===== config.mk =====
export PLATFORM = sky130hd
export DESIGN_NAME = gas_sensor_pollution_level_top
export DESIGN_NICKNAME = d
export VERILOG_FILES = /design/src/design/gspl_pkg.sv /design/src/design/gspl_mul.sv /design/src/design/gspl_div.sv /design/src/design/gas_sensor_pollution_level_top.sv
export SDC_FILE = /design/constraint.sdc
export NUM_CORES = 2
export LEC_CHECK = 0
export ABC_CLOCK_PERIOD_IN_PS = 23700
export BUFFER_PORTS_ARGS = -buffer_cell sky130_fd_sc_hd__buf_2
export CAP_MARGIN = 20
export CORE_MARGIN = 2
export CORE_UTILIZATION = 45
export DETAILED_ROUTE_END_ITERATION = 6
export RECOVER_POWER = 50
export SLEW_MARGIN = 20
export SYNTH_ARGS = -nofsm -noshare
export SYNTH_HDL_FRONTEND = slang
export SYNTH_SLANG_ARGS = --single-unit

===== constraint.sdc =====
create_clock -name clk_i -period 23.7 [get_ports clk_i]
set_input_delay 1.185 -clock clk_i [delete_from_list [all_inputs] [get_ports clk_i]]
set_output_delay 1.185 -clock clk_i [all_outputs]
set_load 0.05 [all_outputs]

===== src/design/gspl_pkg.sv =====
// Shared types and constants for the gas sensor pollution level block.
package gspl_pkg;

  localparam int WINDOW_SAMPLES = 25;

  localparam int ADC_W  = 12;
  localparam int TEMP_W = 11;
  localparam int HUM_W  = 10;
  localparam int SUM_W  = 20;
  localparam int CNT_W  = 8;
  localparam int BASE_W = 18;
  localparam int LOAD_W = 16;
  localparam int RFS_W  = 16;
  localparam int PCT_W  = 14;
  localparam int RES_W  = 24;

  localparam int CFG_IDX_W  = 2;
  localparam int CFG_DATA_W = 18;
  localparam logic [CFG_IDX_W-1:0] CFG_BASE_R0 = 2'd0;
  localparam logic [CFG_IDX_W-1:0] CFG_LOAD    = 2'd1;
  localparam logic [CFG_IDX_W-1:0] CFG_RFS     = 2'd2;

  localparam logic [BASE_W-1:0] BASE_RESET = 18'd18000;
  localparam logic [LOAD_W-1:0] LOAD_RESET = 16'd5000;
  localparam logic [RFS_W-1:0]  RFS_RESET  = 16'd19661;

  localparam logic [SUM_W-1:0] FULL_SCALE = SUM_W'(4095 * WINDOW_SAMPLES);
  localparam logic [CNT_W:0]   WIN_CNT    = (CNT_W + 1)'(WINDOW_SAMPLES);

  // R0 factor numerator k, in thousandths
  localparam int K_W    = 14;
  localparam int KMAG_W = 13;
  localparam logic signed [K_W-1:0] K_BASE    = 14'sd2050;
  localparam logic signed [K_W-1:0] K_UNCOMP  = 14'sd1000;

  localparam int MUL_A_W = 38;
  localparam int MUL_B_W = 20;
  localparam int MUL_P_W = MUL_A_W + MUL_B_W;

  localparam int PLD_W  = 36;  // load * diff
  localparam int AQ_W   = 46;  // load * diff * 1000
  localparam int SB_W   = 38;  // sum * base
  localparam int BQ_W   = 51;  // sum * base * k
  localparam int PNUM_W = 30;  // (1 - ratio) * 10000
  localparam int Q16_W  = 16;

  localparam int NUM_W  = 62;
  localparam int DEN_W  = 51;
  localparam int QUO_W  = 25;
  localparam int QBIT_W = 5;
  localparam int DSH_W  = DEN_W + QUO_W - 1;

  // Top quotient bit of each division; a set top bit means saturation.
  localparam int QB_RES = 24;
  localparam int QB_RAT = 16;
  localparam int QB_PCT = 14;

  localparam logic [MUL_B_W-1:0] SCALE_MILLI = 20'd1000;
  localparam logic [MUL_B_W-1:0] PCT_SCALE   = 20'd10000;
  localparam logic [Q16_W:0]     ONE_Q16     = 17'h10000;
  localparam logic [PCT_W-1:0]   PCT_MAX     = 14'd10000;
  localparam logic [RES_W-1:0]   RES_MAX     = 24'hFFFFFF;

  typedef enum logic [3:0] {
    ST_IDLE,
    ST_MUL_LD,
    ST_MUL_A,
    ST_MUL_SB,
    ST_MUL_B,
    ST_RES_LD,
    ST_RES_DIV,
    ST_CHECK,
    ST_RAT_LD,
    ST_RAT_DIV,
    ST_MUL_PCT,
    ST_PCT_LD,
    ST_PCT_DIV,
    ST_OUT
  } state_e;

  typedef struct packed {
    logic              start;
    logic [QBIT_W-1:0] top_bit;
  } div_ctrl_t;

  typedef struct packed {
    logic busy;
    logic done;
  } div_stat_t;

endpackage


===== src/design/gspl_mul.sv =====
// Shared unsigned multiplier used by the window-end sequencer.
module gspl_mul (
  input  logic [gspl_pkg::MUL_A_W-1:0] a_i,
  input  logic [gspl_pkg::MUL_B_W-1:0] b_i,
  output logic [gspl_pkg::MUL_P_W-1:0] p_o
);
  import gspl_pkg::*;

  assign p_o = MUL_P_W'(a_i) * MUL_P_W'(b_i);

endmodule


===== src/design/gspl_div.sv =====
// Iterative restoring divider, one quotient bit per cycle, shared by all divisions.
module gspl_div (
  input  logic                        clk_i,
  input  logic                        rst_ni,
  input  gspl_pkg::div_ctrl_t         ctrl_i,
  input  logic [gspl_pkg::NUM_W-1:0]  num_i,
  input  logic [gspl_pkg::DEN_W-1:0]  den_i,
  output gspl_pkg::div_stat_t         stat_o,
  output logic [gspl_pkg::QUO_W-1:0]  quo_o
);
  import gspl_pkg::*;

  logic [NUM_W-1:0]  rem_q, rem_d;
  logic [DSH_W-1:0]  dsh_q, dsh_d;
  logic [QBIT_W-1:0] bit_q, bit_d;
  logic [QUO_W-1:0]  quo_q, quo_d;
  logic              busy_q, busy_d;
  logic              done_q, done_d;
  logic              fits;

  assign fits = {{(DSH_W - NUM_W){1'b0}}, rem_q} >= dsh_q;

  always_comb begin
    rem_d  = rem_q;
    dsh_d  = dsh_q;
    bit_d  = bit_q;
    quo_d  = quo_q;
    busy_d = busy_q;
    done_d = 1'b0;
    if (ctrl_i.start) begin
      rem_d  = num_i;
      dsh_d  = DSH_W'(den_i) << ctrl_i.top_bit;
      bit_d  = ctrl_i.top_bit;
      quo_d  = '0;
      busy_d = 1'b1;
    end else if (busy_q) begin
      if (fits) begin
        rem_d        = rem_q - dsh_q[NUM_W-1:0];
        quo_d[bit_q] = 1'b1;
      end
      dsh_d = dsh_q >> 1;
      if (bit_q == '0) begin
        busy_d = 1'b0;
        done_d = 1'b1;
      end else begin
        bit_d = bit_q - 1'b1;
      end
    end
  end

  always_ff @(posedge clk_i or negedge rst_ni) begin
    if (!rst_ni) begin
      busy_q <= 1'b0;
      done_q <= 1'b0;
    end else begin
      busy_q <= busy_d;
      done_q <= done_d;
    end
  end

  always_ff @(posedge clk_i) begin
    rem_q <= rem_d;
    dsh_q <= dsh_d;
    bit_q <= bit_d;
    quo_q <= quo_d;
  end

  assign stat_o.busy = busy_q;
  assign stat_o.done = done_q;
  assign quo_o       = quo_q;

endmodule


===== src/design/gas_sensor_pollution_level_top.sv =====
// Top level: sample window accumulator and window-end Rs/R0 sequencer.
//
// Input channel (in_valid_i / in_stall_o): one ADC sample with climate fields per
// item. Items that do not close the window are summed and the block is ready
// again at once. The item that brings the count to WINDOW_SAMPLES starts the
// window-end sequence; in_stall_o stays high until its result is loaded into the
// output register, through the multiplies, up to three divisions of 25, 17 and
// 15 steps on the shared divider, and the load and check states. A zero sum or a
// degenerate R0 skips the later divisions and finishes earlier.
// Output channel (out_valid_o / out_stall_i): one result item per window, held in
// an output register. While the receiver stalls, the held item stays and new
// samples are still summed; only a finished window waits for the register.
// Configuration (cfg_valid_i / cfg_ready_o): always ready; write only when idle.
// Reset clears the window sum and count, loads the register defaults and empties
// the output register.
module gas_sensor_pollution_level_top (
  input  logic                              clk_i,
  input  logic                              rst_ni,
  input  logic                              in_valid_i,
  output logic                              in_stall_o,
  input  logic [gspl_pkg::ADC_W-1:0]        adc_sample_i,
  input  logic signed [gspl_pkg::TEMP_W-1:0] temperature_tenths_i,
  input  logic [gspl_pkg::HUM_W-1:0]        humidity_tenths_i,
  input  logic                              climate_valid_i,
  output logic                              out_valid_o,
  input  logic                              out_stall_i,
  output logic [gspl_pkg::PCT_W-1:0]        pollution_hundredths_o,
  output logic [gspl_pkg::RES_W-1:0]        gas_resistance_ohms_o,
  output logic                              compensated_o,
  output logic                              zero_reading_o,
  input  logic                              cfg_valid_i,
  output logic                              cfg_ready_o,
  input  logic [gspl_pkg::CFG_IDX_W-1:0]    cfg_index_i,
  input  logic [gspl_pkg::CFG_DATA_W-1:0]   cfg_data_i
);
  import gspl_pkg::*;

  state_e state_q, state_d;

  logic [BASE_W-1:0] base_q;
  logic [LOAD_W-1:0] load_q;
  logic [RFS_W-1:0]  rfs_q;

  logic [SUM_W-1:0] sum_q, sum_d;
  logic [CNT_W-1:0] cnt_q, cnt_d;

  logic [SUM_W-1:0]        win_q, win_d;
  logic [SUM_W-1:0]        diff_q, diff_d;
  logic signed [K_W-1:0]   k_q, k_d;
  logic                    valid_q, valid_d;
  logic                    zero_q, zero_d;
  logic [PLD_W-1:0]        pld_q, pld_d;
  logic [AQ_W-1:0]         a_q, a_d;
  logic [BQ_W-1:0]         b_q, b_d;
  logic [Q16_W-1:0]        ratio_q, ratio_d;
  logic [PNUM_W-1:0]       pnum_q, pnum_d;
  logic [RES_W-1:0]        res_q, res_d;
  logic [PCT_W-1:0]        pct_q, pct_d;

  logic             out_valid_q, out_valid_d;
  logic [PCT_W-1:0] out_pct_q, out_pct_d;
  logic [RES_W-1:0] out_res_q, out_res_d;
  logic             out_comp_q, out_comp_d;
  logic             out_zero_q, out_zero_d;

  logic                   in_acc;
  logic                   out_free;
  logic [SUM_W-1:0]       sum_nx;
  logic [CNT_W:0]         cnt_nx;
  logic                   win_end;
  logic                   special;
  logic signed [K_W-1:0]  temp_ext;
  logic signed [K_W-1:0]  hum_ext;
  logic signed [K_W-1:0]  k_comp;

  logic [MUL_A_W-1:0] mul_a;
  logic [MUL_B_W-1:0] mul_b;
  logic [MUL_P_W-1:0] mul_p;
  div_ctrl_t          div_ctrl;
  div_stat_t          div_stat;
  logic [NUM_W-1:0]   div_num;
  logic [DEN_W-1:0]   div_den;
  logic [QUO_W-1:0]   div_quo;

  gspl_mul u_mul (
    .a_i (mul_a),
    .b_i (mul_b),
    .p_o (mul_p)
  );

  gspl_div u_div (
    .clk_i  (clk_i),
    .rst_ni (rst_ni),
    .ctrl_i (div_ctrl),
    .num_i  (div_num),
    .den_i  (div_den),
    .stat_o (div_stat),
    .quo_o  (div_quo)
  );

  assign in_stall_o = (state_q != ST_IDLE);
  assign in_acc     = in_valid_i && !in_stall_o;
  assign out_free   = !out_valid_q || !out_stall_i;
  assign sum_nx     = sum_q + SUM_W'(adc_sample_i);
  assign cnt_nx     = {1'b0, cnt_q} + 1'b1;
  assign win_end    = cnt_nx >= WIN_CNT;
  assign special    = (base_q == '0) || (k_q == '0) || k_q[K_W-1] || zero_q;

  assign temp_ext = {{(K_W - TEMP_W){temperature_tenths_i[TEMP_W-1]}}, temperature_tenths_i};
  assign hum_ext  = $signed({{(K_W - HUM_W){1'b0}}, humidity_tenths_i});
  assign k_comp   = K_BASE - (temp_ext <<< 1) - hum_ext;

  // next state
  always_comb begin
    state_d = state_q;
    unique case (state_q)
      ST_IDLE:    if (in_acc && win_end) state_d = ST_MUL_LD;
      ST_MUL_LD:  state_d = ST_MUL_A;
      ST_MUL_A:   state_d = ST_MUL_SB;
      ST_MUL_SB:  state_d = ST_MUL_B;
      ST_MUL_B:   state_d = zero_q ? ST_CHECK : ST_RES_LD;
      ST_RES_LD:  state_d = ST_RES_DIV;
      ST_RES_DIV: if (div_stat.done) state_d = ST_CHECK;
      ST_CHECK:   state_d = special ? ST_OUT : ST_RAT_LD;
      ST_RAT_LD:  state_d = ST_RAT_DIV;
      ST_RAT_DIV: if (div_stat.done) state_d = div_quo[QB_RAT] ? ST_OUT : ST_MUL_PCT;
      ST_MUL_PCT: state_d = ST_PCT_LD;
      ST_PCT_LD:  state_d = ST_PCT_DIV;
      ST_PCT_DIV: if (div_stat.done) state_d = ST_OUT;
      ST_OUT:     if (out_free) state_d = ST_IDLE;
      default:    state_d = ST_IDLE;
    endcase
  end

  // datapath and unit control
  always_comb begin
    mul_a    = '0;
    mul_b    = '0;
    div_ctrl = '0;
    div_num  = '0;
    div_den  = '0;

    sum_d   = sum_q;
    cnt_d   = cnt_q;
    win_d   = win_q;
    diff_d  = diff_q;
    k_d     = k_q;
    valid_d = valid_q;
    zero_d  = zero_q;
    pld_d   = pld_q;
    a_d     = a_q;
    b_d     = b_q;
    ratio_d = ratio_q;
    pnum_d  = pnum_q;
    res_d   = res_q;
    pct_d   = pct_q;

    out_valid_d = out_valid_q && out_stall_i;
    out_pct_d   = out_pct_q;
    out_res_d   = out_res_q;
    out_comp_d  = out_comp_q;
    out_zero_d  = out_zero_q;

    unique case (state_q)
      ST_IDLE: begin
        if (in_acc) begin
          if (!win_end) begin
            sum_d = sum_nx;
            cnt_d = cnt_nx[CNT_W-1:0];
          end else begin
            sum_d   = '0;
            cnt_d   = '0;
            win_d   = sum_nx;
            diff_d  = (sum_nx <= FULL_SCALE) ? FULL_SCALE - sum_nx : '0;
            k_d     = climate_valid_i ? k_comp : K_UNCOMP;
            valid_d = climate_valid_i;
            zero_d  = (sum_nx == '0);
          end
        end
      end
      ST_MUL_LD: begin
        mul_a = MUL_A_W'(diff_q);
        mul_b = MUL_B_W'(load_q);
        pld_d = mul_p[PLD_W-1:0];
      end
      ST_MUL_A: begin
        mul_a = MUL_A_W'(pld_q);
        mul_b = SCALE_MILLI;
        a_d   = mul_p[AQ_W-1:0];
      end
      ST_MUL_SB: begin
        mul_a = MUL_A_W'(base_q);
        mul_b = MUL_B_W'(win_q);
        b_d   = BQ_W'(mul_p[SB_W-1:0]);
      end
      ST_MUL_B: begin
        // k only matters here when positive
        mul_a = b_q[SB_W-1:0];
        mul_b = MUL_B_W'(k_q[KMAG_W-1:0]);
        b_d   = mul_p[BQ_W-1:0];
        if (zero_q) res_d = RES_MAX;
      end
      ST_RES_LD: begin
        div_ctrl.start   = 1'b1;
        div_ctrl.top_bit = QBIT_W'(QB_RES);
        div_num          = NUM_W'(pld_q);
        div_den          = DEN_W'(win_q);
      end
      ST_RES_DIV: begin
        if (div_stat.done) res_d = div_quo[QB_RES] ? RES_MAX : div_quo[RES_W-1:0];
      end
      ST_CHECK: begin
        priority if ((base_q == '0) || (k_q == '0)) pct_d = '0;
        else if (k_q[K_W-1])                        pct_d = PCT_MAX;
        else if (zero_q)                            pct_d = '0;
        else                                        pct_d = pct_q;
      end
      ST_RAT_LD: begin
        div_ctrl.start   = 1'b1;
        div_ctrl.top_bit = QBIT_W'(QB_RAT);
        div_num          = {a_q, {Q16_W{1'b0}}};
        div_den          = b_q;
      end
      ST_RAT_DIV: begin
        if (div_stat.done) begin
          ratio_d = div_quo[Q16_W-1:0];
          if (div_quo[QB_RAT]) pct_d = '0;  // ratio at or above 1.0
        end
      end
      ST_MUL_PCT: begin
        mul_a  = MUL_A_W'(ONE_Q16 - {1'b0, ratio_q});
        mul_b  = PCT_SCALE;
        pnum_d = mul_p[PNUM_W-1:0];
      end
      ST_PCT_LD: begin
        div_ctrl.start   = 1'b1;
        div_ctrl.top_bit = QBIT_W'(QB_PCT);
        div_num          = NUM_W'(pnum_q);
        div_den          = DEN_W'(ONE_Q16 - {1'b0, rfs_q});
      end
      ST_PCT_DIV: begin
        if (div_stat.done) begin
          if (div_quo[QB_PCT] || (div_quo[PCT_W-1:0] > PCT_MAX)) pct_d = PCT_MAX;
          else                                                    pct_d = div_quo[PCT_W-1:0];
        end
      end
      ST_OUT: begin
        if (out_free) begin
          out_valid_d = 1'b1;
          out_pct_d   = pct_q;
          out_res_d   = res_q;
          out_comp_d  = valid_q;
          out_zero_d  = zero_q;
        end
      end
      default: begin
      end
    endcase
  end

  always_ff @(posedge clk_i or negedge rst_ni) begin
    if (!rst_ni) begin
      state_q     <= ST_IDLE;
      sum_q       <= '0;
      cnt_q       <= '0;
      out_valid_q <= 1'b0;
    end else begin
      state_q     <= state_d;
      sum_q       <= sum_d;
      cnt_q       <= cnt_d;
      out_valid_q <= out_valid_d;
    end
  end

  always_ff @(posedge clk_i) begin
    win_q      <= win_d;
    diff_q     <= diff_d;
    k_q        <= k_d;
    valid_q    <= valid_d;
    zero_q     <= zero_d;
    pld_q      <= pld_d;
    a_q        <= a_d;
    b_q        <= b_d;
    ratio_q    <= ratio_d;
    pnum_q     <= pnum_d;
    res_q      <= res_d;
    pct_q      <= pct_d;
    out_pct_q  <= out_pct_d;
    out_res_q  <= out_res_d;
    out_comp_q <= out_comp_d;
    out_zero_q <= out_zero_d;
  end

  // configuration registers
  assign cfg_ready_o = 1'b1;

  always_ff @(posedge clk_i or negedge rst_ni) begin
    if (!rst_ni) begin
      base_q <= BASE_RESET;
      load_q <= LOAD_RESET;
      rfs_q  <= RFS_RESET;
    end else if (cfg_valid_i && cfg_ready_o) begin
      if (cfg_index_i == CFG_BASE_R0) base_q <= cfg_data_i[BASE_W-1:0];
      if (cfg_index_i == CFG_LOAD)    load_q <= cfg_data_i[LOAD_W-1:0];
      if (cfg_index_i == CFG_RFS)     rfs_q  <= cfg_data_i[RFS_W-1:0];
    end
  end

  assign out_valid_o            = out_valid_q;
  assign pollution_hundredths_o = out_pct_q;
  assign gas_resistance_ohms_o  = out_res_q;
  assign compensated_o          = out_comp_q;
  assign zero_reading_o         = out_zero_q;

endmodule


==> results.md <==
- TritonRoute pass-1 iters: 6
- Yosys reg bits: 565
- Tmin final: 14.29 ns
- Post-CTS sizing: 0
- CTS buffer count: 61
- Adder-Cell Fraction of Synth Area: 31.2%
- Distinct cells, synth: 97
- Sum Neg Setup Slack: 0 ns
- P&R area growth vs syn: 8.88%
- Critical path's largest stage delay: roughly 3.2 ns
- Max frequency: between 60 and 70 MHz
- Asr flop ratio synth: 15.0%
- Crit. End Element: flip-flop
- Number of global-route vias before repair: 36,700
- Post-synth top area cell: edfxtp_1
- Synth Area in Compound Gates: 10.6%
- Post-layout nets: ~6,000
- DRT iter0 DRCs: approximately 4,500
- Port Buffers: 100
- Commonest cells post-synth: inv_1, nand2_1, fa_1
- Max Cap Violations: 10
- Placeable Area: roughly 110,000 um^2
- Final Core Density: between 40% and 50%
- Starting Density: 45.5%
- Mux cell area share after synthesis: ~1.2%
- Layout cells sized above 1: 6.83%
- Top cell type's share of synthesized area: 27.5%
- Vias: about 37,000
- Run status: finished, violations left
- Synth Cell Area: 49,700 um^2
- Cells after Synth: 4,953
- Syn avg cell area: 10.0 um^2
- Seq/Total Area, Yosys: roughly a third
- Clk pin slew, worst setup/hold paths: 0.06 ns
- Critical Path Source Type: flip-flop
- Failing checks: capacitance limit, slew limit
- EDFF count, synth: roughly 460
- Critical-path top delay cell: clkbuf_1
- Area share of xor/xnor cells in the synthesized design: under 10%
- All-Layer GR Usage: 28.2%
- Final setup viols: 0
- Row count: 121
- Fin. Hold Viols: 0
- Initial antenna violation count: 9
- Setup repair bufs after CTS: 0
- Detailed Route WL: approximately 160,000 um
- CP Max Fanout: 72
- Die X: between 300 and 400 um
- Dominant cells by area after synthesis: edfxtp_1, fa_1, inv_1
- Final HPWL DP: 123,000 um
- Hold/Removal Path Class: reg -> reg
- Most numerous cell in the Yosys netlist: inv_1
- Routed wire per std cell: 23.8 um
- Root buffer cell: clkbuf_16
- GRT overflow: 0
- GP Congestion: 0.984
- Slew Limit Headroom: -200%
- CP Class: reg -> reg
- Max clock buf depth: 3
- Synth warn: 0
- Critical Path AT: 14.72 ns
- Clock sinks: 565
- Slew Viols, Final: 468
- H-tree Lvls: 2
- Largest net degree at the start of global routing: 77
- # DRC: 0
- I/O Pins: 102
- Worst-Skew Late Latency: 0.70 ns
- CTS tree: done
- Die H: approximately 340 um
- Largest family of logic cells by synthesized area: adder cells
- Skew final: about 0.06 ns
- Antenna Nets Post-Route: 0
- Worst-margin pin slew: 4.50 ns
- Cts hold-fix bufs: 0
- Full die area: between 100,000 and 150,000 um^2
- Synth Flop Type: edfxtp_1
- Crit path required time: 24.13 ns
- Unrepaired setup endpoints after global routing: false
- Routed vias/inst: 5.63
- Tcrit/Tclk final: 60.3%
- First-pass GRT wire length: about 240,000 um
- Post-synthesis simple-gate area fraction: 13.0%
-- layout make-up --
type	instances	area, um^2
fillers	10200	55000
multi-input cells	3426	29800
flip-flops and latches	565	16300
inverters	843	3160
well taps	1476	1850
clock buffers	80	1670
repair buffers	162	852
clock inverters	36	434
diodes	4	10.0
-- stage by stage --
stage / hold slack, ns / cells / instance area, um^2 / setup WS [ns]
finish: 0.393 / 6592 / 54100 / 9.41
global route: 0.388 / 6588 / 54100 / 8.65
CTS: 0.379 / 6587 / 54300 / 13.10
detailed placement: 0.405 / 6471 / 52200 / 13.11
global placement: 0.401 / 6470 / 52200 / 13.13
floorplan: 0.400 / 5059 / 50100 / 13.98
-- final timing paths --
| path | slack [ns] | from | to | depth (start not counted) |
|---|---|---|---|---|
| setup reg to reg | 9.41 | state_q[0] | b_q[43] | 34 |
| min in group asynchronous | 0.84 | rst_ni | sum_q[7] | 1 |
| hold / removal | 0.39 | res_q[0] | gas_resistance_ohms_o[0] | 0 |
| hold reg to reg | 0.39 | res_q[0] | gas_resistance_ohms_o[0] | 0 |
| max in group asynchronous | 18.76 | rst_ni | rfs_q[1] | 2 |
| setup / recovery | 9.41 | state_q[0] | b_q[43] | 34 |
-- worst max-delay path: cells and delay by family, from the launching register on --
family | cells | cell delay, ns
buffers and inverters | 10 | 4.90
xor gates and xnor gates | 1 | 0.17
AOI/OAI and AO/OA | 9 | 2.71
adders and majority gates | 8 | 3.95
and+or+nand+nor | 6 | 1.87
DFF | 1 | 0.32
-- metal layers --
metal / GRT usage [%] / share of wire (%) / up-vias
li1: - / - / 16300
met1: 41.3 / 43 / 18700
met2: 40.8 / 42 / 1800
met3: 7.80 / 11 / 266
met4: 7.94 / 3.2 / 8
met5: 0 / 0.036 / -
-- placed cells by master, fill, tap and decap left out, drive strengths merged, types with 72 or more instances in the layout --
cell type and n:
clkbuf 141, o21ai 229, fa 628, buf 101, ha 233, edfxtp 455
and2 72, xnor2 109, conb 108, a21o 76, inv 848, nor2 348
a21oi 167, nand2 673, a22oi 75
-- flip-flops by register name, indices dropped and copies added, names as in the netlist, 4 cells and up --
signal,flops
pld_q,36
diff_q,20
u_div.rem_q,62
state_q,4
base_q,18
gas_resistance_ohms_o,24
rfs_q,16
k_q,14
win_q,20
pollution_hundredths_o,14
res_q,24
ratio_q,16
pnum_q,30
u_div.bit_q,5
sum_q,20
u_div.dsh_q,75
cnt_q,8
b_q,51
load_q,16
u_div.quo_o,25
a_q,46
pct_q,14
-- cell families (layout without fill, tap and decap cells) --
group,after synthesis,count (layout)
AOI/OAI and AO/OA,789,789
xor gates and xnor gates,173,173
adders and majority gates,861,861
buffers and inverters,1068,1121
DFF,565,565
muxes,55,55
other,2,112
and+or+nand+nor,1440,1440
Power is left out: the tool's default activity adds up to more than one toggle a clock period on the data nets, which glitch-free logic cannot reach.
